--- src/dpdm_pkg.sv ---
`default_nettype none

package dpdm_pkg;

  // Default sizes of the span counters and of the debounce counter.
  localparam int unsigned COUNT_BITS_DEF    = 16;
  localparam int unsigned DEBOUNCE_BITS_DEF = 8;

  // Configuration port layout.
  localparam int unsigned CFG_IDX_W  = 1;
  localparam int unsigned CFG_DATA_W = 16;
  localparam int unsigned DEB_CFG_W  = 8;
  localparam int unsigned TIMEOUT_W  = 16;
  localparam int unsigned READS_W    = 16;
  localparam int unsigned DUTY_W     = 7;
  localparam int unsigned QUO_W      = 7;

  // Register values after reset.
  localparam int unsigned DEBOUNCE_RESET = 5;
  localparam logic [TIMEOUT_W-1:0] TIMEOUT_RESET = 16'd20000;

  // Duty reported for a stuck low line or a lost edge.
  localparam logic [DUTY_W-1:0] DUTY_FULL = 7'd100;

  // Register indexes.
  typedef enum logic [CFG_IDX_W-1:0] {
    REG_DEBOUNCE = 1'b0,
    REG_TIMEOUT  = 1'b1
  } cfg_reg_e;

  // Outcome codes of a result.
  typedef enum logic [1:0] {
    OUT_MEASURED   = 2'd0,
    OUT_STUCK_HIGH = 2'd1,
    OUT_STUCK_LOW  = 2'd2,
    OUT_EDGE_LOST  = 2'd3
  } outcome_e;

  // Controller states: the four waits of a measurement, then the divider.
  typedef enum logic [2:0] {
    ST_WAIT_LOW  = 3'd0,
    ST_WAIT_HIGH = 3'd1,
    ST_HIGH_SPAN = 3'd2,
    ST_LOW_SPAN  = 3'd3,
    ST_DIV_LOAD  = 3'd4,
    ST_DIV_STEP  = 3'd5
  } ctrl_state_e;

  // Commands from the controller to the datapath.
  typedef struct packed {
    logic     sample_en;
    logic     expect_high;
    logic     high_cap;
    logic     low_cap;
    logic     div_load;
    logic     div_step;
    logic     res_load;
    outcome_e res_sel;
  } dp_cmd_t;

  // Status from the datapath to the controller.
  typedef struct packed {
    logic done;
    logic val_gt0;
    logic val_gt1;
    logic high_gt0;
    logic div_last;
  } dp_sts_t;

endpackage

`default_nettype wire

--- src/dpdm_dp.sv ---
`default_nettype none

module dpdm_dp #(
  parameter int unsigned COUNT_BITS    = dpdm_pkg::COUNT_BITS_DEF,
  parameter int unsigned DEBOUNCE_BITS = dpdm_pkg::DEBOUNCE_BITS_DEF
) (
  input  logic                             clk_i,
  input  logic                             rst_ni,
  input  logic                             pin_level_i,
  input  logic                             cfg_valid_i,
  input  logic [dpdm_pkg::CFG_IDX_W-1:0]   cfg_index_i,
  input  logic [dpdm_pkg::CFG_DATA_W-1:0]  cfg_data_i,
  input  dpdm_pkg::dp_cmd_t                cmd_i,
  output dpdm_pkg::dp_sts_t                sts_o,
  output logic [dpdm_pkg::DUTY_W-1:0]      duty_percent_o,
  output logic [1:0]                       outcome_o,
  output logic [dpdm_pkg::READS_W-1:0]     high_reads_o,
  output logic [dpdm_pkg::READS_W-1:0]     low_reads_o
);
  import dpdm_pkg::*;

  localparam int unsigned NUM_W = COUNT_BITS + QUO_W;
  localparam int unsigned DEN_W = COUNT_BITS + 1;
  localparam int unsigned CMP_W = (COUNT_BITS > TIMEOUT_W) ? COUNT_BITS : TIMEOUT_W;
  localparam int unsigned DCF_W = (DEBOUNCE_BITS > DEB_CFG_W) ? DEBOUNCE_BITS : DEB_CFG_W;

  // Configuration registers.
  logic [DEBOUNCE_BITS-1:0] deb_q;
  logic [TIMEOUT_W-1:0]     tmo_q;
  logic [DCF_W-1:0]         deb_wr;

  // Wait counters and captured spans.
  logic [COUNT_BITS-1:0]    rc_q, rc_inc;
  logic [DEBOUNCE_BITS-1:0] mc_q;
  logic [COUNT_BITS-1:0]    high_q, low_q;
  logic                     match, accept, timeout, done;
  logic [COUNT_BITS-1:0]    val;

  // Divider registers.
  logic [NUM_W-1:0] rem_q, den_q;
  logic [DEN_W-1:0] den_sum;
  logic [QUO_W-1:0] quo_q;
  logic [2:0]       dcnt_q;
  logic             ge;

  // Result registers.
  logic [DUTY_W-1:0]  duty_q;
  outcome_e           outcome_q;
  logic [READS_W-1:0] hr_q, lr_q;

  // Keeps the low sixteen bits of a span count at any counter width.
  function automatic logic [READS_W-1:0] lo16(input logic [COUNT_BITS-1:0] x);
    logic [CMP_W-1:0] w;
    w = CMP_W'(x);
    return w[READS_W-1:0];
  endfunction

  // Configuration writes; the debounce register keeps its low bits only.
  assign deb_wr = DCF_W'(cfg_data_i[DEB_CFG_W-1:0]);

  always_ff @(posedge clk_i or negedge rst_ni) begin
    if (!rst_ni) begin
      deb_q <= DEBOUNCE_BITS'(DEBOUNCE_RESET);
      tmo_q <= TIMEOUT_RESET;
    end else if (cfg_valid_i) begin
      unique case (cfg_index_i)
        REG_DEBOUNCE: deb_q <= deb_wr[DEBOUNCE_BITS-1:0];
        REG_TIMEOUT:  tmo_q <= cfg_data_i[TIMEOUT_W-1:0];
        default:      ;
      endcase
    end
  end

  // One sample: debounce match, saturating read count and timeout check.
  always_comb begin
    match   = (pin_level_i == cmd_i.expect_high);
    accept  = match && (mc_q >= deb_q);
    rc_inc  = (rc_q == '1) ? rc_q : rc_q + 1'b1;
    timeout = !accept && ((CMP_W'(rc_inc) >= CMP_W'(tmo_q)) || (rc_inc == '1));
    done    = accept || timeout;
    val     = accept ? rc_q : '0;
  end

  assign sts_o.done     = done;
  assign sts_o.val_gt0  = (val != '0);
  assign sts_o.val_gt1  = (val > COUNT_BITS'(1));
  assign sts_o.high_gt0 = (high_q != '0);
  assign sts_o.div_last = (dcnt_q == 3'd0);

  // Counters restart when a wait ends.
  always_ff @(posedge clk_i or negedge rst_ni) begin
    if (!rst_ni) begin
      rc_q <= '0;
      mc_q <= '0;
    end else if (cmd_i.sample_en) begin
      if (done) begin
        rc_q <= '0;
        mc_q <= '0;
      end else begin
        rc_q <= rc_inc;
        mc_q <= match ? mc_q + 1'b1 : '0;
      end
    end
  end

  // Span capture.
  always_ff @(posedge clk_i) begin
    if (cmd_i.high_cap) begin
      high_q <= val;
    end
    if (cmd_i.low_cap) begin
      low_q <= val;
    end
  end

  // Restoring divider: low*100 over low+high, one quotient bit per cycle.
  assign den_sum = DEN_W'(low_q) + DEN_W'(high_q);
  assign ge      = (rem_q >= den_q);

  always_ff @(posedge clk_i) begin
    if (cmd_i.div_load) begin
      rem_q  <= (NUM_W'(low_q) << 6) + (NUM_W'(low_q) << 5) + (NUM_W'(low_q) << 2);
      den_q  <= NUM_W'(den_sum) << (QUO_W - 1);
      quo_q  <= '0;
      dcnt_q <= 3'(QUO_W - 1);
    end else if (cmd_i.div_step) begin
      rem_q  <= ge ? rem_q - den_q : rem_q;
      den_q  <= den_q >> 1;
      quo_q  <= {quo_q[QUO_W-2:0], ge};
      dcnt_q <= dcnt_q - 3'd1;
    end
  end

  // Result register.
  always_ff @(posedge clk_i) begin
    if (cmd_i.res_load) begin
      outcome_q <= cmd_i.res_sel;
      unique case (cmd_i.res_sel)
        OUT_STUCK_HIGH: begin
          duty_q <= '0;
          hr_q   <= '0;
          lr_q   <= '0;
        end
        OUT_STUCK_LOW: begin
          duty_q <= DUTY_FULL;
          hr_q   <= '0;
          lr_q   <= '0;
        end
        OUT_EDGE_LOST: begin
          duty_q <= DUTY_FULL;
          hr_q   <= lo16(high_q);
          lr_q   <= lo16(val);
        end
        OUT_MEASURED: begin
          duty_q <= {quo_q[QUO_W-2:0], ge};
          hr_q   <= lo16(high_q);
          lr_q   <= lo16(low_q);
        end
        default: ;
      endcase
    end
  end

  assign duty_percent_o = duty_q;
  assign outcome_o      = outcome_q;
  assign high_reads_o   = hr_q;
  assign low_reads_o    = lr_q;

endmodule

`default_nettype wire

--- src/dpdm_ctrl.sv ---
`default_nettype none

module dpdm_ctrl (
  input  logic              clk_i,
  input  logic              rst_ni,
  input  logic              in_valid_i,
  output logic              in_ready_o,
  output logic              out_valid_o,
  input  logic              out_ready_i,
  input  dpdm_pkg::dp_sts_t sts_i,
  output dpdm_pkg::dp_cmd_t cmd_o
);
  import dpdm_pkg::*;

  ctrl_state_e state_q, state_d;
  logic        out_valid_q, out_valid_d;
  logic        running, step_done;

  // Samples are taken in the four waits when the result register can make room.
  assign running = (state_q == ST_WAIT_LOW) || (state_q == ST_WAIT_HIGH) ||
                   (state_q == ST_HIGH_SPAN) || (state_q == ST_LOW_SPAN);
  assign in_ready_o = running && (!out_valid_q || out_ready_i);
  assign step_done  = in_valid_i && in_ready_o && sts_i.done;

  // Next state.
  always_comb begin
    state_d = state_q;
    unique case (state_q)
      ST_WAIT_LOW: begin
        if (step_done && sts_i.val_gt1) begin
          state_d = ST_WAIT_HIGH;
        end
      end
      ST_WAIT_HIGH: begin
        if (step_done) begin
          state_d = sts_i.val_gt0 ? ST_HIGH_SPAN : ST_WAIT_LOW;
        end
      end
      ST_HIGH_SPAN: begin
        if (step_done) begin
          state_d = ST_LOW_SPAN;
        end
      end
      ST_LOW_SPAN: begin
        if (step_done) begin
          state_d = (sts_i.val_gt0 && sts_i.high_gt0) ? ST_DIV_LOAD : ST_WAIT_LOW;
        end
      end
      ST_DIV_LOAD: state_d = ST_DIV_STEP;
      ST_DIV_STEP: begin
        if (sts_i.div_last) begin
          state_d = ST_WAIT_LOW;
        end
      end
      default: state_d = ST_WAIT_LOW;
    endcase
  end

  // Datapath commands.
  always_comb begin
    cmd_o             = '0;
    cmd_o.res_sel     = OUT_MEASURED;
    cmd_o.sample_en   = in_valid_i && in_ready_o;
    cmd_o.expect_high = (state_q == ST_WAIT_HIGH) || (state_q == ST_LOW_SPAN);
    unique case (state_q)
      ST_WAIT_LOW: begin
        if (step_done && !sts_i.val_gt1) begin
          cmd_o.res_load = 1'b1;
          cmd_o.res_sel  = OUT_STUCK_HIGH;
        end
      end
      ST_WAIT_HIGH: begin
        if (step_done && !sts_i.val_gt0) begin
          cmd_o.res_load = 1'b1;
          cmd_o.res_sel  = OUT_STUCK_LOW;
        end
      end
      ST_HIGH_SPAN: cmd_o.high_cap = step_done;
      ST_LOW_SPAN: begin
        if (step_done) begin
          if (sts_i.val_gt0 && sts_i.high_gt0) begin
            cmd_o.low_cap = 1'b1;
          end else begin
            cmd_o.res_load = 1'b1;
            cmd_o.res_sel  = OUT_EDGE_LOST;
          end
        end
      end
      ST_DIV_LOAD: cmd_o.div_load = 1'b1;
      ST_DIV_STEP: begin
        cmd_o.div_step = 1'b1;
        cmd_o.res_load = sts_i.div_last;
        cmd_o.res_sel  = OUT_MEASURED;
      end
      default: ;
    endcase
  end

  // Result valid flag: set when a result is loaded, cleared by its transfer.
  assign out_valid_d = cmd_o.res_load || (out_valid_q && !out_ready_i);

  always_ff @(posedge clk_i or negedge rst_ni) begin
    if (!rst_ni) begin
      state_q     <= ST_WAIT_LOW;
      out_valid_q <= 1'b0;
    end else begin
      state_q     <= state_d;
      out_valid_q <= out_valid_d;
    end
  end

  assign out_valid_o = out_valid_q;

`ifndef SYNTHESIS
  // A new result never overwrites one that has not been transferred.
  a_no_overwrite: assert property (@(posedge clk_i) disable iff (!rst_ni)
    cmd_o.res_load |-> (!out_valid_q || out_ready_i))
    else $error("result loaded over a pending result");

  // No sample is taken while the divider runs.
  a_div_blocks_input: assert property (@(posedge clk_i) disable iff (!rst_ni)
    (state_q == ST_DIV_LOAD || state_q == ST_DIV_STEP) |-> !in_ready_o)
    else $error("input ready during division");

  // Loading the divider is always followed by its steps.
  a_load_then_step: assert property (@(posedge clk_i) disable iff (!rst_ni)
    (state_q == ST_DIV_LOAD) |=> (state_q == ST_DIV_STEP))
    else $error("divider load not followed by a step");

  // The last divider step produces a valid result.
  a_div_gives_result: assert property (@(posedge clk_i) disable iff (!rst_ni)
    (state_q == ST_DIV_STEP && sts_i.div_last) |=> (out_valid_q && state_q == ST_WAIT_LOW))
    else $error("division finished without a result");
`endif

endmodule

`default_nettype wire

--- src/debounced_pwm_duty_meter.sv ---
`default_nettype none

// Channel   Direction  Handshake                 Payload
// in        input      in_valid_i / in_ready_o   pin_level_i
// out       output     out_valid_o / out_ready_i duty_percent_o, outcome_o,
//                                                high_reads_o, low_reads_o
// cfg       input      cfg_valid_i / cfg_ready_o cfg_index_i, cfg_data_i
//
// One pin sample is taken per cycle while a measurement waits for its levels and no pending result stalls the input.
// When both spans are nonzero the duty divider runs (one load and seven restoring
// steps, one quotient bit each) and takes no samples meanwhile.
// After reset all registers are ready at once; there is no clearing pass.
// A pending result stalls the sample input only while out_ready_i is low.
// The configuration port accepts a write in every cycle.

module debounced_pwm_duty_meter #(
  parameter int unsigned COUNT_BITS    = dpdm_pkg::COUNT_BITS_DEF,
  parameter int unsigned DEBOUNCE_BITS = dpdm_pkg::DEBOUNCE_BITS_DEF
) (
  input  logic                            clk_i,
  input  logic                            rst_ni,
  input  logic                            in_valid_i,
  output logic                            in_ready_o,
  input  logic                            pin_level_i,
  output logic                            out_valid_o,
  input  logic                            out_ready_i,
  output logic [dpdm_pkg::DUTY_W-1:0]     duty_percent_o,
  output logic [1:0]                      outcome_o,
  output logic [dpdm_pkg::READS_W-1:0]    high_reads_o,
  output logic [dpdm_pkg::READS_W-1:0]    low_reads_o,
  input  logic                            cfg_valid_i,
  output logic                            cfg_ready_o,
  input  logic [dpdm_pkg::CFG_IDX_W-1:0]  cfg_index_i,
  input  logic [dpdm_pkg::CFG_DATA_W-1:0] cfg_data_i
);
  import dpdm_pkg::*;

  dp_cmd_t cmd;
  dp_sts_t sts;

  // Configuration writes are always accepted.
  assign cfg_ready_o = 1'b1;

  // Measurement sequencer.
  dpdm_ctrl u_ctrl (
    .clk_i       (clk_i),
    .rst_ni      (rst_ni),
    .in_valid_i  (in_valid_i),
    .in_ready_o  (in_ready_o),
    .out_valid_o (out_valid_o),
    .out_ready_i (out_ready_i),
    .sts_i       (sts),
    .cmd_o       (cmd)
  );

  // Counters, divider and result register.
  dpdm_dp #(
    .COUNT_BITS    (COUNT_BITS),
    .DEBOUNCE_BITS (DEBOUNCE_BITS)
  ) u_dp (
    .clk_i          (clk_i),
    .rst_ni         (rst_ni),
    .pin_level_i    (pin_level_i),
    .cfg_valid_i    (cfg_valid_i && cfg_ready_o),
    .cfg_index_i    (cfg_index_i),
    .cfg_data_i     (cfg_data_i),
    .cmd_i          (cmd),
    .sts_o          (sts),
    .duty_percent_o (duty_percent_o),
    .outcome_o      (outcome_o),
    .high_reads_o   (high_reads_o),
    .low_reads_o    (low_reads_o)
  );

endmodule

`default_nettype wire
--- config.mk ---
export PLATFORM = sky130hd
export DESIGN_NAME = debounced_pwm_duty_meter
export DESIGN_NICKNAME = d
export VERILOG_FILES = /design/src/dpdm_pkg.sv /design/src/dpdm_dp.sv /design/src/dpdm_ctrl.sv /design/src/debounced_pwm_duty_meter.sv
export SDC_FILE = /design/constraint.sdc
export NUM_CORES = 1
export LEC_CHECK = 0
export BUFFER_PORTS_ARGS = -buffer_cell sky130_fd_sc_hd__buf_4
export CORE_ASPECT_RATIO = 0.8
export CORE_UTILIZATION = 30
export CTS_CLUSTER_SIZE = 30
export DETAILED_ROUTE_END_ITERATION = 12
export GPL_TIMING_DRIVEN = 0
export MAX_ROUTING_LAYER = met4
export PLACE_DENSITY = 0.52
export SYNTH_ARGS = -nofsm -noshare
export SYNTH_HDL_FRONTEND = slang
export SYNTH_SLANG_ARGS = --single-unit
--- constraint.sdc ---
create_clock -name clk_i -period 7.85 [get_ports clk_i]
set_input_delay 0.3925 -clock clk_i [delete_from_list [all_inputs] [get_ports clk_i]]
set_output_delay 0.3925 -clock clk_i [all_outputs]
set_load 0.01 [all_outputs]
; ---- Word-level counts from Yosys, hierarchy flattened
; Cells that the tools add are included.
[totals]
reg_bits = 180
latch_bits = 0
ramBits = 0
romBits = 0
output_inout_bits = 44
elab_cells = 114
mem_count = 0
[op_classes]
n_addsub = 7
mul = 0
n_div = 0
order_cmp = 4
n_eq_ne = 16
shift = 0
muxes = 32
bitwise_logic = 1
reduce_logical = 37
[op_table]
columns = cell, count
row1 = $mux W23, 5
row2 = $mux W16, 3
row3 = $pmux W16 S3, 1
row4 = $eq A16 B16 Y1 const B, 2
row5 = $pmux W16 S2, 1
row6 = $reduce_bool A16 Y1, 2
row7 = $mux W3, 10
row8 = $add A22 B21 Y23, 1
row9 = $add A23 B18 Y23, 1
row10 = $ge A23 B23 Y1, 1
row11 = $sub A23 B23 Y23, 1
row12 = $pmux W7 S3, 1
row13 = $pmux W3 S6, 1
row14 = $add A16 B16 Y17, 1
row15 = $add A16 B1 Y16 const B, 1
row16 = $ge A16 B16 Y1, 1
row17 = $gt A16 B1 Y1 const B, 1
row18 = $mux W8, 2
row19 = $pmux W3 S4, 1
row20 = $logic_and A1 B1 Y1, 10
row21 = $add A8 B1 Y8 const B, 1
row22 = $ge A8 B8 Y1, 1
row23 = $logic_or A1 B1 Y1, 8
row24 = $ne A2 B1 Y1 const B, 4
row25 = 18 further kinds, 36

; ---- Logic depth before layout (Yosys ltp)
; Gate-level depths: netlist of run 1.
[logic_depth]
depth_word = 14
mapped_depth = 22

; ---- Cells and area by module
; From an unflattened synthesis of run 1, not the netlist that was laid out.
[unflattened]
hier_cells = 1129
hier_area_um2 = 11330.9
[modules_own_cells]
columns = module, instances, cells_per_inst, area_per_inst_um2, seq_area_each_um2
row1 = dpdm_dp, 1, 1083, 10974.3, 4903.5
row2 = dpdm_ctrl, 1, 44, 345.3, 100.1
row3 = debounced_pwm_duty_meter, 1, 2, 11.3, 0.0

; ---- Worst setup path after synthesis of run 1
; No wires, ideal clock.
[synth_path]
path_kind = register to register
startpoint = register u_dp.rc_q[1]
endpoint = register u_dp.duty_q[0] (netlist: u_dp.duty_percent_o[0]) (enable)
arrival_time_ns = 4.743
path_slack_ns = 2.341
path_stages_with_launch = 17
n_path_buf = 2
path_cell_list = dfrtp_1 -> ha_1 -> nand3_1 -> or4_1 -> buf_2 -> nand2_1 -> xnor2_1 -> ha_1 -> a21o_1 -> a21o_1 -> a221oi_1 -> o21ai_0 -> a2111oi_2 -> nand2_4 -> buf_6 -> nand3_1 -> o21ai_0
[synth_rtl]
columns = element, line_no
row1 = from (decl), dpdm_dp.sv:33  ; logic [COUNT_BITS-1:0] rc_q, rc_inc;
row2 = from (signal assigned), dpdm_dp.sv:100  ; rc_q <= rc_inc;
row3 = to (signal assigned), dpdm_dp.sv:155  ; duty_q <= {quo_q[QUO_W-2:0], ge};
row4 = to (decl), dpdm_dp.sv:47  ; logic [DUTY_W-1:0] duty_q;

; ---- Final worst setup path of run 1
[layout_path]
startpoint = register u_dp.rc_q[1]
endpoint = register u_dp.lr_q[9] (netlist: u_dp.low_reads_o[9]), data pin
[layout_via]
elab_chain_len = 13
word_cells_on_any_way = 28
classes_between = add/sub: 1 / order compare: 2 / eq/ne: 5 / mux: 8 / reduce/logical: 12
[layout_rtl]
columns = element, line_no
row1 = $add A16 B1 Y16 / $eq A16 B16 Y1 (equally long branches), dpdm_dp.sv:78  ; rc_inc = (rc_q == '1) ? rc_q : rc_q + 1'b1;
row2 = $mux W16, dpdm_dp.sv:78
row3 = $ge A16 B16 Y1 / $eq A16 B16 Y1 (equally long branches), dpdm_dp.sv:79  ; timeout = !accept && ((CMP_W'(rc_inc) >= CMP_W'(tmo_q)) || (rc_inc == '1));
row4 = $logic_or A1 B1 Y1, dpdm_dp.sv:79
row5 = $logic_and A1 B1 Y1, dpdm_dp.sv:79
row6 = $logic_or A1 B1 Y1, dpdm_dp.sv:80  ; done = accept || timeout;
row7 = $logic_and A1 B1 Y1, dpdm_ctrl.sv:23  ; assign step_done = in_valid_i && in_ready_o && sts_i.done;
row8 = "$logic_and A1 B1 Y1, on equally long branches", "dpdm_ctrl.sv:67, dpdm_ctrl.sv:73"
row9 = "$mux W3, on equally long branches", "dpdm_ctrl.sv:67, dpdm_ctrl.sv:73"
row10 = $pmux W3 S4 (*), dpdm_ctrl.sv:65  ; unique case (state_q)
row11 = $eq A2 B1 Y1 / $eq A2 B2 Y1 (equally long branches), dpdm_dp.sv:138  ; unique case (cmd_i.res_sel)
row12 = $reduce_or A2 Y1 (no source line), n/a
row13 = $pmux W16 S3 (*), dpdm_dp.sv:138
row14 = to (signal assigned), dpdm_dp.sv:152  ; lr_q <= lo16(val);
row15 = to (signal assigned), dpdm_dp.sv:157  ; lr_q <= lo16(low_q);
row16 = to (decl), dpdm_dp.sv:49  ; logic [READS_W-1:0] hr_q, lr_q;
; Every way passes the cells marked *; elsewhere a longest branch is shown, timed or not.
; A chain may end at the register's enable or synchronous reset.

==> summary.txt, run 1 <==
Critical path
  – Crit-path slowest cell: a2111oi_2
  – RR Startpoint: u_dp.rc_q[1]$_DFFE_PN0P_
  – Setup CP Type: reg2reg
  – CP endpoint: u_dp.low_reads_o[9]$_SDFFCE_PN0P_
  – FF-to-FF setup slack: approximately 1200 ps
  – CP Cell Sequence: ha_1, nand3_1, buf_2, nor4_2, or3b_2, xnor2_1, ha_1, a211oi_1, o21ai_0, a31oi_1, o21ai_0, a2111oi_2, nand2_4, buf_6, nand2_1, or2_1, ha_1, clkbuf_1, clkbuf_1, a22oi_1, nor2_1
  – CP max FO: 10
  – Worst-case reg-to-reg path depth: 21
  – Worst reg2reg path endpoint: u_dp.low_reads_o[9]$_SDFFCE_PN0P_
  – CP Capture Type: flip-flop
  – Most used cell, CP: ha_1
  – Worst Setup SP: u_dp.rc_q[1]$_DFFE_PN0P_
  – Critical path arrival: 6990 ps
  – Slowest stage delay, CP: 810 ps
  – CP startpoint kind: flip-flop
  – WP data required: between 8000 and 9000 ps

Timing
  – Period utilization: a little under nine tenths
  – Crit path time final: roughly 6700 ps
  – Setup TNS: 0 ps
  – Top achievable clock speed: ~150 MHz
  – Max Slew Vio Count: 0
  – Hold Slack: -5.19 ps
  – Slew margin rel.: 38.8%
  – Endpoints failing setup: 0
  – Final Hold Vio Count: 2
  – RSZ-0062 raised after global routing: false
  – Clk_skew: approximately 17 ps
  – Slew @ Worst Pin: approximately 900 ps

GRT
  – Largest net degree at the start of global routing: 53
  – GRT Residual Overflow: 0
  – Vias in the first global route: between 8000 and 9000
  – Tot GR Track Use: between 10% and 20%
  – First-pass GRT wire length: between 40000 and 50000 µm
  – Initial antenna violation count: 0

Yosys
  – Sequential area share after synthesis: between 40% and 50%
  – Ys flop type: edfxtp_1
  – Mapped Cells: roughly 1100
  – Syn Area/Cell: ~10 µm²
  – Synth Warn #: 0
  – Count of cell types in the netlist: between 70 and 80
  – Ys async rst share: ~29%
  – Syn nets: about 1300
  – Cell Area, Synth: roughly 0.011 mm²
  – EDFF count, synth: ~110
  – Yosys reg bits: between 150 and 200

Layout
  – Sequential Area: approximately 0.005 mm²
  – Area Overhead vs Synth: 15.8%
  – Share of layout cells above drive strength 1: between 10% and 20%
  – Fillers: ~3700
  – Final net count: 1343
  – Area of the multi-input gates: about 0.0058 mm²
  – Antenna Cells: 0

Floorplan
  – Die width: 218 µm
  – I/O Pins: 67
  – Placeable Area: about 0.036 mm²
  – Die ar.: approximately 0.038 mm²
  – Die Height: about 170 µm
  – FP Rows: 62
  – Initial core utilization: 30.8%

Clocking
  – Clk slew on worst S/H paths: roughly 70 ps
  – Clock sinks: 180
  – Root buffer cell: clkbuf_16
  – H-tree Lvls: 4
  – Post-CTS sizing: 0
  – TritonCTS clock tree: built
  – Hold buffers post-CTS: 0
  – Max Buffers Root-to-Sink: 2
  – CTS Buf Count: 17
  – Post-CTS setup repair buffer count: 0
  – Clock insertion delay at the later pin of the skew report: between 400 and 500 ps

Drt
  – Routed len/inst: 17.6 µm
  – DR vias: between 8000 and 9000
  – Drt total wl: between 30000 and 40000 µm
  – DRC viols: 0
  – DR top layer: met4
  – DR vias/cell: about 5.1
  – ANT nets after route: 0
  – DRC marker count from the first detailed-route iteration: 700
  – Met3 WL post-DR: approximately 1600 µm
  – DRT met1 WL: approximately 15000 µm
  – Metal2 WL: between 10000 and 15000 µm
  – First drt pass iteration count: 5

Outcome
  – Failing checks: hold timing
  – Outcome: finished, violations left

Power and ir drop
  – Power per cell area: 178 mW/mm²
  – Pleak: about 5.2 nW
  – Final total power: 0.00232 W
  – Peak VDD IR: 0.120 mV

Worst hold path
  – Worst min path class: in2async

Place
  – Post-DP HPWL: 23300 µm
  – Placer Congestion: approximately 0.9
  – # port buffers: 65

Flow run
  – MaxCap Viol Count: 0
sequential cells by signal (all words and copies together) (netlist names):
register             flops
u_dp.tmo_q              16
u_dp.high_q             16
u_dp.low_q              16
u_dp.dcnt_q              3
u_ctrl.state_q           3
u_dp.outcome_o           2
u_dp.deb_q               8
u_dp.high_reads_o       16
u_dp.quo_q               6
u_dp.low_reads_o        16
u_dp.rem_q              23
u_dp.mc_q                8
u_dp.duty_percent_o      7
u_ctrl.out_valid_o       1
u_dp.den_q              23
u_dp.rc_q               16
worst min-delay path by stage:
stage	from	end	slack [ps]
after global routing	rst_ni	u_dp.tmo_q[15]$_DFFE_PN0P_	40
after floorplan	rst_ni	u_ctrl.out_valid_o$_DFF_PN0_	100
after CTS	rst_ni	u_dp.tmo_q[15]$_DFFE_PN0P_	2
after detailed placement	u_dp.quo_q[5]$_SDFFE_PP0P_	u_dp.quo_q[5]$_SDFFE_PP0P_	440
final	rst_ni	u_dp.tmo_q[15]$_DFFE_PN0P_	-5
after global placement	u_dp.quo_q[5]$_SDFFE_PP0P_	u_dp.quo_q[5]$_SDFFE_PP0P_	430
stage by stage:
step,worst slack (ps),hold WS [ps],utilization [%],instances,area (µm²)
after floorplan,2340,96.9,-,1126,11200
after global placement,263,428,33.8,1671,12300
after detailed placement,1270,437,34.1,1676,12400
after CTS,1230,1.79,35.7,1708,13000
after global routing,757,35.3,35.7,1708,13000
final,1160,-5.19,35.7,1708,13000
layer usage:
metal | GRT usage, % | up-vias
met5 | - | -
met4 | 3.35 | 0
met3 | 3.78 | 13
met2 | 23.9 | 193
met1 | 24.2 | 4238
li1 | - | 4233
synth_stat cells, types with 3 or more instances:
| cell type | count | area [µm²] |
|---|---|---|
| a21oi_1 | 62 | 310 |
| dfxtp_1 | 15 | 300 |
| nor3_1 | 16 | 80.1 |
| nand2b_1 | 14 | 87.6 |
| nor2_1 | 88 | 330 |
| ha_1 | 90 | 1130 |
| nand4_1 | 11 | 68.8 |
| or2_2 | 4 | 25.0 |
| o31a_1 | 3 | 26.3 |
| o31ai_1 | 7 | 52.6 |
| buf_1 | 6 | 22.5 |
| o211ai_1 | 9 | 67.6 |
| o21bai_1 | 6 | 45.0 |
| nor4_1 | 14 | 87.6 |
| mux2_2 | 20 | 225 |
| o21a_1 | 8 | 60.1 |
| and2_1 | 26 | 163 |
| nand3_1 | 35 | 175 |
| buf_2 | 10 | 50.1 |
| dfstp_2 | 7 | 184 |
| a21o_1 | 25 | 188 |
| and3_1 | 5 | 31.3 |
| fa_1 | 15 | 300 |
| nor2b_1 | 29 | 181 |
| xor2_1 | 19 | 166 |
| clkbuf_1 | 33 | 124 |
| a22oi_1 | 17 | 128 |
| edfxtp_1 | 113 | 3390 |
| o21ai_0 | 77 | 385 |
| a31oi_1 | 9 | 56.3 |
| inv_1 | 67 | 251 |
| o41ai_1 | 4 | 35.0 |
| dfrtp_1 | 45 | 1130 |
| or3_1 | 7 | 43.8 |
| and4_1 | 5 | 43.8 |
| nand2_1 | 107 | 402 |
| mux2i_1 | 6 | 60.1 |
| xnor2_1 | 33 | 289 |
| a311oi_1 | 3 | 26.3 |
| a211oi_1 | 13 | 97.6 |
worst max-delay path, delay by kind of cell (launching register included):
family	cells	cell delay [ps]
fa+ha+maj	3	860
buf+inv	4	1310
compound gates	6	1790
flops	1	600
xor+xnor	1	260
simple gates	7	1680
cells by family (layout without fill, tap and decap cells):
kind of cell             Yosys count  in the layout  synth area share [%]
AO/OA/AOI/OAI                    264            264                  14.8
XOR/XNOR                          52             52                  4.06
adder cells (fa/ha/maj)          105            105                  12.7
buffers and inverters            120            222                  4.29
flip-flops                       180            180                  44.6
multiplexers                      27             27                  2.68
other                              1              1                0.0334
AND/OR/NAND/NOR                  377            377                  16.8
report_power, final:
part / internal [W] / total [W] / switching, W / leakage (nW)
registers: 0.00105 / 0.00109 / 0.0000379 / 1.86
clock network: 0.000486 / 0.000889 / 0.000403 / 0.287
logic: 0.000132 / 0.000338 / 0.000207 / 3.05
total: 0.00167 / 0.00232 / 0.000648 / 5.20
layout make-up:
cell class | instances | share of cell area (%)
multi-input combinational | 826 | 44.4
sequential | 180 | 38.5
tap | 480 | 4.62
timing repair buffer | 70 | 4.23
clock buffer | 21 | 3.47
inverter | 68 | 1.96
buffer | 52 | 1.74
clock inverter | 11 | 1.05
cell usage in the layout, fill, tap and decap left out, types with 7 or more instances in the layout:
master and instances:
a21oi_1 61, clkbuf_1 36, o21ai_0 76, nor2_1 88
edfxtp_1 113, a21o_1 25, nand3_1 35, inv_1 67
dfrtp_1 45, nor3_1 16, nand2b_1 14, ha_1 90
fa_1 15, a211oi_1 13, a22oi_1 17, o21a_1 8
nor2b_1 29, o31ai_1 7, nand2_1 107, xnor2_1 33
clkbuf_16 17, nand4_1 11, dfstp_2 7, dfxtp_1 15
a31oi_1 9, buf_2 10, mux2_2 20, and2_1 26
nor4_1 13, o211ai_1 9, buf_4 68, xor2_1 19
or3_1 7
Power figures use the tool's default switching activity.
==> run 2, diff against run 1 <==
--- a/config.mk
+++ b/config.mk
@@ -6,13 +6,16 @@
 export NUM_CORES = 1
 export LEC_CHECK = 0
 export BUFFER_PORTS_ARGS = -buffer_cell sky130_fd_sc_hd__buf_4
+export CELL_PAD_IN_SITES_DETAIL_PLACEMENT = 1
+export CELL_PAD_IN_SITES_GLOBAL_PLACEMENT = 1
 export CORE_ASPECT_RATIO = 0.8
 export CORE_UTILIZATION = 30
+export CTS_BUF_LIST = sky130_fd_sc_hd__clkbuf_8
 export CTS_CLUSTER_SIZE = 30
 export DETAILED_ROUTE_END_ITERATION = 12
 export GPL_TIMING_DRIVEN = 0
 export MAX_ROUTING_LAYER = met4
-export PLACE_DENSITY = 0.52
+export PLACE_DENSITY = 0.61
 export SYNTH_ARGS = -nofsm -noshare
 export SYNTH_HDL_FRONTEND = slang
 export SYNTH_SLANG_ARGS = --single-unit
==> summary.txt, run 2 (synthesized netlist as in run 1, its figures left out) <==
Outcome
  – Outcome: completed

Drt
  – ANT nets after route: 0
  – DRC marker count from the first detailed-route iteration: 602
  – DR vias: roughly 9000
  – Drt total wl: around 33000 µm
  – Routed len/inst: between 15 and 20 µm
  – DR vias/cell: roughly 5.2
  – DRC viols: 0
  – First drt pass iteration count: 5

Layout
  – Final std cells w/o fill: about 1700
  – Commonest non-fill, non-tap cell in the layout: edfxtp_1
  – Biggest regs: u_dp.den_q: 23 flops, u_dp.rem_q: 23 flops
  – Most frequent cells in the layout: 113 x edfxtp_1, 107 x nand2_1, 90 x ha_1, 88 x nor2_1, 76 x o21ai_0
  – Final net count: 1343
  – Fillers: just over 4000
  – Area Overhead vs Synth: 14.1%
  – Share of layout cells above drive strength 1: roughly an eighth

Critical path
  – Critical path arrival: between 6000 and 7000 ps
  – WP data required: approximately 8000 ps
  – CP Capture Type: flip-flop
  – Delay-heaviest family, CP: compound AO/OA/AOI/OAI gates
  – CP startpoint kind: flip-flop
  – Most used cell, CP: ha_1
  – FF-to-FF setup slack: 1270 ps
  – CP max FO: 10
  – Setup CP Type: reg2reg
  – CP Cell Sequence: ha_1, nand3_1, buf_2, nor4_2, or3b_2, xnor2_1, ha_1, a211oi_1, o21ai_0, a31oi_1, o21ai_0, a2111oi_2, nand2_4, buf_6, nand2_1, or2_1, ha_1, clkbuf_1, clkbuf_1, a22oi_1, nor2_1
  – Crit-path slowest cell: a2111oi_2
  – Worst reg2reg path endpoint: u_dp.low_reads_o[9]$_SDFFCE_PN0P_
  – Slowest stage delay, CP: 820 ps
  – Worst-case reg-to-reg path depth: 21
  – RR Startpoint: u_dp.rc_q[1]$_DFFE_PN0P_
  – WP buf/inv: 4

Place
  – Placed Cells incl. Taps: 1675
  – # port buffers: 65
  – Placer Congestion: a little under 0.9
  – Post-DP HPWL: approximately 26000 µm

Timing
  – Max Slew Vio Count: 0
  – Slew margin rel.: 29.9%
  – Final Hold Vio Count: 0
  – Slew @ Worst Pin: around 1000 ps
  – Period utilization: 83.8%
  – Crit path time final: between 6000 and 7000 ps
  – RSZ-0062 raised after global routing: false
  – Setup TNS: 0 ps
  – Endpoints failing setup: 0
  – Top achievable clock speed: about 150 MHz
  – Clk_skew: 32.0 ps

Power and ir drop
  – Final total power: 0.00212 W
  – Peak VDD IR: a little over 0.08 mV
  – Power per cell area: ~170 mW/mm²
  – Pleak: just over 5 nW

Clocking
  – Clk slew on worst S/H paths: between 100 and 150 ps
  – Max Buffers Root-to-Sink: 2
  – CTS Buf Count: 17
  – Clock insertion delay at the later pin of the skew report: 520 ps
  – Clock sinks: between 150 and 200
  – TritonCTS clock tree: built
  – H-tree Lvls: 4
  – Root buffer cell: clkbuf_8
  – Post-CTS sizing: 0

GRT
  – Vias in the first global route: between 8000 and 9000
  – First-pass GRT wire length: 52100 µm
  – Largest net degree at the start of global routing: 53
  – Tot GR Track Use: between 10% and 20%
  – Initial antenna violation count: 0
  – GRT Residual Overflow: 0

Flow run
  – MaxCap Viol Count: 0

Worst hold path
  – Worst min path class: in2reg
  – End of the worst hold path: u_dp.deb_q[4]$_DFFE_PN0P_
  – Min-delay src: cfg_data_i[4]
  – Hold Path Depth: 3

Floorplan
  – FP Rows: 62
  – I/O Pins: 67
  – Die width: approximately 220 µm
  – Initial core utilization: 30.8%
  – Die Height: between 150 and 200 µm
  – Die ar.: 0.0382 mm²
  – Placeable Area: roughly 0.036 mm²
==> run 2: tightest hold or removal path, delay by kind of cell <==
family | cells | cell delay [ps]
AND/OR/NAND/NOR | 1 | 40
AO/OA/AOI/OAI | 1 | 60
buffers and inverters | 1 | 90
==> run 2: power breakdown <==
part | switching, W | total [W] | internal (W)
clock | 0.000395 | 0.000683 | 0.000288
combinational | 0.000213 | 0.000347 | 0.000133
sequential | 0.0000408 | 0.00109 | 0.00105
total | 0.000650 | 0.00212 | 0.00147
==> run 2: worst max-delay path by stage <==
stage / from / to / depth (start not counted)
finish: u_dp.rc_q[1]$_DFFE_PN0P_ / u_dp.low_reads_o[9]$_SDFFCE_PN0P_ / 21
global route: u_dp.rc_q[1]$_DFFE_PN0P_ / u_dp.low_reads_o[9]$_SDFFCE_PN0P_ / 21
CTS: u_dp.rc_q[1]$_DFFE_PN0P_ / u_dp.low_reads_o[9]$_SDFFCE_PN0P_ / 21
detailed placement: u_dp.rc_q[1]$_DFFE_PN0P_ / u_dp.low_reads_o[9]$_SDFFCE_PN0P_ / 21
global placement: u_dp.rc_q[1]$_DFFE_PN0P_ / u_dp.low_reads_o[8]$_SDFFCE_PN0P_ / 16
floorplan: u_dp.rc_q[1]$_DFFE_PN0P_ / u_dp.duty_percent_o[0]$_SDFFCE_PN0P_ / 16
==> run 2: area by class of cell <==
class | count | area, µm² | area share, %
Clock inverter | 15 | 156 | 1.22
Multi-Input combinational cell | 826 | 5770 | 45.1
Tap cell | 480 | 601 | 4.69
Inverter | 68 | 255 | 1.99
Sequential cell | 180 | 5000 | 39.1
Antenna cell | 1 | 2.50 | 0.0195
Buffer | 52 | 228 | 1.78
Clock buffer | 17 | 234 | 1.83
Timing Repair Buffer | 70 | 552 | 4.31
==> run 2: per-stage QoR <==
step | setup slack (ps) | hold WS (ps) | util, % | instance area [µm²]
3_3_place_gp | 213 | 434 | 33.8 | 12300
4_1_cts | 1370 | 72.7 | 35.2 | 12800
2_1_floorplan | 2340 | 96.9 | - | 11200
6_report | 1270 | 99.2 | 35.2 | 12800
3_5_place_dp | 1400 | 436 | 34.1 | 12400
5_1_grt | 694 | 69.2 | 35.2 | 12800
==> run 2: metal layers <==
layer / GRT usage (%) / share of wire (%)
met5: - / 0
met4: 3.21 / 0.68
met2: 26.0 / 43
met3: 3.76 / 4.4
met1: 27.0 / 52
==> run 2: what timing repair did <==
item,CTS,global route
hold buffers,1,0
hold endpoints to repair,45,0
endpoints found under the setup margin,0,0
buffers inserted,0,0
==> run 3, diff against run 2 <==
--- a/config.mk
+++ b/config.mk
@@ -5,6 +5,7 @@
 export SDC_FILE = /design/constraint.sdc
 export NUM_CORES = 1
 export LEC_CHECK = 0
+export ABC_AREA = 1
 export BUFFER_PORTS_ARGS = -buffer_cell sky130_fd_sc_hd__buf_4
 export CELL_PAD_IN_SITES_DETAIL_PLACEMENT = 1
 export CELL_PAD_IN_SITES_GLOBAL_PLACEMENT = 1
@@ -15,7 +16,7 @@
 export DETAILED_ROUTE_END_ITERATION = 12
 export GPL_TIMING_DRIVEN = 0
 export MAX_ROUTING_LAYER = met4
-export PLACE_DENSITY = 0.61
+export PLACE_DENSITY = 0.65
 export SYNTH_ARGS = -nofsm -noshare
 export SYNTH_HDL_FRONTEND = slang
 export SYNTH_SLANG_ARGS = --single-unit
==> constraint.sdc (replaced) <==
create_clock -name clk_i -period 5.8 [get_ports clk_i]
set_input_delay 0.29 -clock clk_i [delete_from_list [all_inputs] [get_ports clk_i]]
set_output_delay 0.29 -clock clk_i [all_outputs]
set_load 0.01 [all_outputs]
==> summary.txt, run 3 <==
Outcome
  – Outcome: completed

Critical path
  – Setup CP Type: reg2reg
  – Slowest stage delay, CP: around 560 ps
  – CP max FO: 10
  – CP Capture Type: flip-flop
  – Delay-heaviest family, CP: buffers and inverters
  – Crit-path slowest cell: clkbuf_1
  – WP buf/inv: 7
  – CP startpoint kind: flip-flop
  – Critical path arrival: ~5200 ps
  – WP data required: between 6000 and 7000 ps

Flow run
  – MaxCap Viol Count: 0

Yosys
  – Cell Area, Synth: between 0.01 and 0.015 mm²
  – Syn Area/Cell: roughly 8.6 µm²
  – Most instantiated cells after synthesis: 276 x nand2_1, 176 x inv_1, 113 x edfxtp_1
  – Mapped Cells: 1300
  – Main combinational cell family by area after synthesis: simple AND/OR/NAND/NOR gates
  – Syn nets: between 1000 and 1500
  – EDFF count, synth: approximately 110
  – Top post-synthesis cells by area: edfxtp_1 30%, dfrtp_1 10%, ha_1 10%
  – Ys flop type: edfxtp_1
  – Ys async rst share: ~29%
  – Post-synthesis compound-gate area fraction: a little over an eighth
  – Count leader, synth: nand2_1
  – Synth area leader: edfxtp_1
  – Synth Warn #: 0
  – Count of cell types in the netlist: 48
  – Mux cell area share after synthesis: 0%
  – Yosys reg bits: 180
  – Sequential area share after synthesis: 45.0%
  – Area share of and/or/nand/nor cells after synthesis: a little under a fifth
  – Adder-cell share of the synthesized area: around 13%
  – Top-area cell type share of the netlist area: a little under a third
  – Post-Synth XOR/XNOR Area: under 10%

Floorplan
  – Die Height: 174 µm
  – Placeable Area: between 0.03 and 0.04 mm²
  – Die width: ~220 µm
  – Initial core utilization: between 30 and 40%
  – Die ar.: ~0.038 mm²
  – FP Rows: between 60 and 70
  – I/O Pins: 67

Drt
  – First drt pass iteration count: 5
  – Routed len/inst: between 15 and 20 µm
  – DR vias/cell: roughly 4.9
  – Drt total wl: approximately 33000 µm
  – ANT nets after route: 0
  – DR vias: slightly above 9000
  – DRC viols: 0
  – DRC marker count from the first detailed-route iteration: about 500

Clocking
  – Post-CTS setup repair buffer count: 0
  – TritonCTS clock tree: built
  – Max Buffers Root-to-Sink: 2
  – Clk slew on worst S/H paths: approximately 110 ps
  – Clock sinks: 180
  – Clock insertion delay at the later pin of the skew report: approximately 500 ps
  – H-tree Lvls: 4
  – CTS Buf Count: 17
  – Root buffer cell: clkbuf_8
  – Post-CTS sizing: 0

Place
  – Post-DP Area: 0.0123 mm²
  – Placed Cells incl. Taps: between 1500 and 2000
  – # port buffers: 65
  – Post-DP HPWL: around 26000 µm
  – Placer Congestion: ~0.85

Layout
  – Antenna Cells: 0
  – Fillers: between 4000 and 5000
  – Share of layout cells above drive strength 1: between 10% and 20%
  – Fin util: a little over a third
  – Fin area: ~0.013 mm²
  – Biggest regs: u_dp.den_q: 23 flops, u_dp.rem_q: 23 flops
  – Final net count: approximately 1500
  – Commonest non-fill, non-tap cell in the layout: nand2_1
  – Final std cells w/o fill: around 1900
  – Most frequent cells in the layout: 275 x nand2_1, 176 x inv_1, 113 x edfxtp_1, 111 x o21ai_0, 107 x nor2_1
  – Area Overhead vs Synth: 14.2%

Timing
  – Hold Slack: 34.0 ps
  – Slew @ Worst Pin: roughly 950 ps
  – RSZ-0062 raised after global routing: false
  – Crit path time final: 4920 ps
  – Period utilization: 84.8%
  – Final Hold Vio Count: 0
  – Slew margin rel.: 36.9%
  – Max Slew Vio Count: 0
  – Clk_skew: between 15 and 20 ps
  – Endpoints failing setup: 0
  – Top achievable clock speed: between 200 and 250 MHz
  – Setup TNS: 0 ps

GRT
  – Tot GR Track Use: between 10% and 20%
  – GRT Residual Overflow: 0
  – Largest net degree at the start of global routing: 53
  – Vias in the first global route: 9512
  – First-pass GRT wire length: between 50000 and 60000 µm
  – Initial antenna violation count: 0

Worst hold path
  – Worst min path class: in2reg

Power and ir drop
  – Power per cell area: 284 mW/mm²
  – Pleak: 5.80 nW
  – Peak VDD IR: between 0.1 and 0.15 mV
[run 3: changes by cell type after synthesis, sizes merged, moves of 27 or more]
cell   change
nor2      +27
inv      +110
a21oi     +43
nor2b     -29
o21ai     +36
nand3     +33
nand2    +178
[run 3: per-layer routing]
layer,vias to the layer above,GRT usage (%),wire length (µm)
met3,17,2.66,1050
met1,4513,28.1,17900
met5,-,-,0
met4,0,3.64,255
li1,4540,-,-
met2,130,26.6,13600
[run 3: final cells by class]
class / instances / area [µm²] / area share, %
buffer: 32 / 150 / 1.18
clock inverter: 15 / 183 / 1.44
timing repair buffer: 70 / 553 / 4.35
inverter: 177 / 664 / 5.23
multi-input combinational: 911 / 5320 / 41.9
sequential: 180 / 5000 / 39.4
tap: 480 / 601 / 4.73
clock buffer: 17 / 234 / 1.84
[run 3: final timing paths]
check                                                start                           endpoint  slack (ps)  cells past startpoint
worst min register to register  u_dp.tmo_q[14]$_DFFE_PN1P_         u_dp.tmo_q[14]$_DFFE_PN1P_         490                      2
worst max register to register    u_dp.rc_q[1]$_DFFE_PN0P_  u_dp.low_reads_o[9]$_SDFFCE_PN0P_         880                     26
worst max-delay path              u_dp.rc_q[1]$_DFFE_PN0P_  u_dp.low_reads_o[9]$_SDFFCE_PN0P_         880                     26
worst min-delay path                        cfg_data_i[11]         u_dp.tmo_q[11]$_DFFE_PN1P_          30                      3
max in group asynchronous                           rst_ni      u_ctrl.state_q[1]$_DFFE_PN0P_        4920                      2
min in group asynchronous                           rst_ni          u_dp.rc_q[10]$_DFFE_PN0P_         380                      2
[run 3: what timing repair did]
item                       4_1_cts  5_1_grt
setup endpoints to repair        0        0
hold buffers                     3        0
hold endpoints to repair        47        0
[run 3: logic make-up (layout without fill, tap and decap cells)]
logic type               after synthesis  in the layout
adder cells (fa/ha/maj)              105            105
XOR/XNOR                              28             28
other                                  1              1
AND/OR/NAND/NOR                      499            499
buffers and inverters                209            311
AO/OA/AOI/OAI                        278            278
flip-flops                           180            180
[run 3: stage by stage]
| step | setup WS [ps] | power [W] |
|---|---|---|
| floorplan | 1980 | 0.00230 |
| global placement | 851 | 0.00263 |
| detailed placement | 981 | 0.00268 |
| CTS | 911 | 0.00364 |
| global route | 508 | 0.00384 |
| finish | 884 | 0.00360 |
[run 3: power by group]
| part | internal [W] | total (W) | leakage [nW] | switching [W] |
|---|---|---|---|---|
| Sequential | 0.00155 | 0.00168 | 1.80 | 0.000129 |
| Combinational | 0.000336 | 0.000976 | 3.79 | 0.000640 |
| Clock | 0.000403 | 0.000949 | 0.215 | 0.000546 |
| Total | 0.00229 | 0.00360 | 5.80 | 0.00131 |
[run 3: worst register-to-register path: cells and delay by family (launching register included)]
kind / cells / cell delay, ps
AOI/OAI and AO/OA: 5 / 750
adders and majority gates: 3 / 720
buffers and inverters: 7 / 1530
DFF: 1 / 460
and+or+nand+nor: 11 / 1280
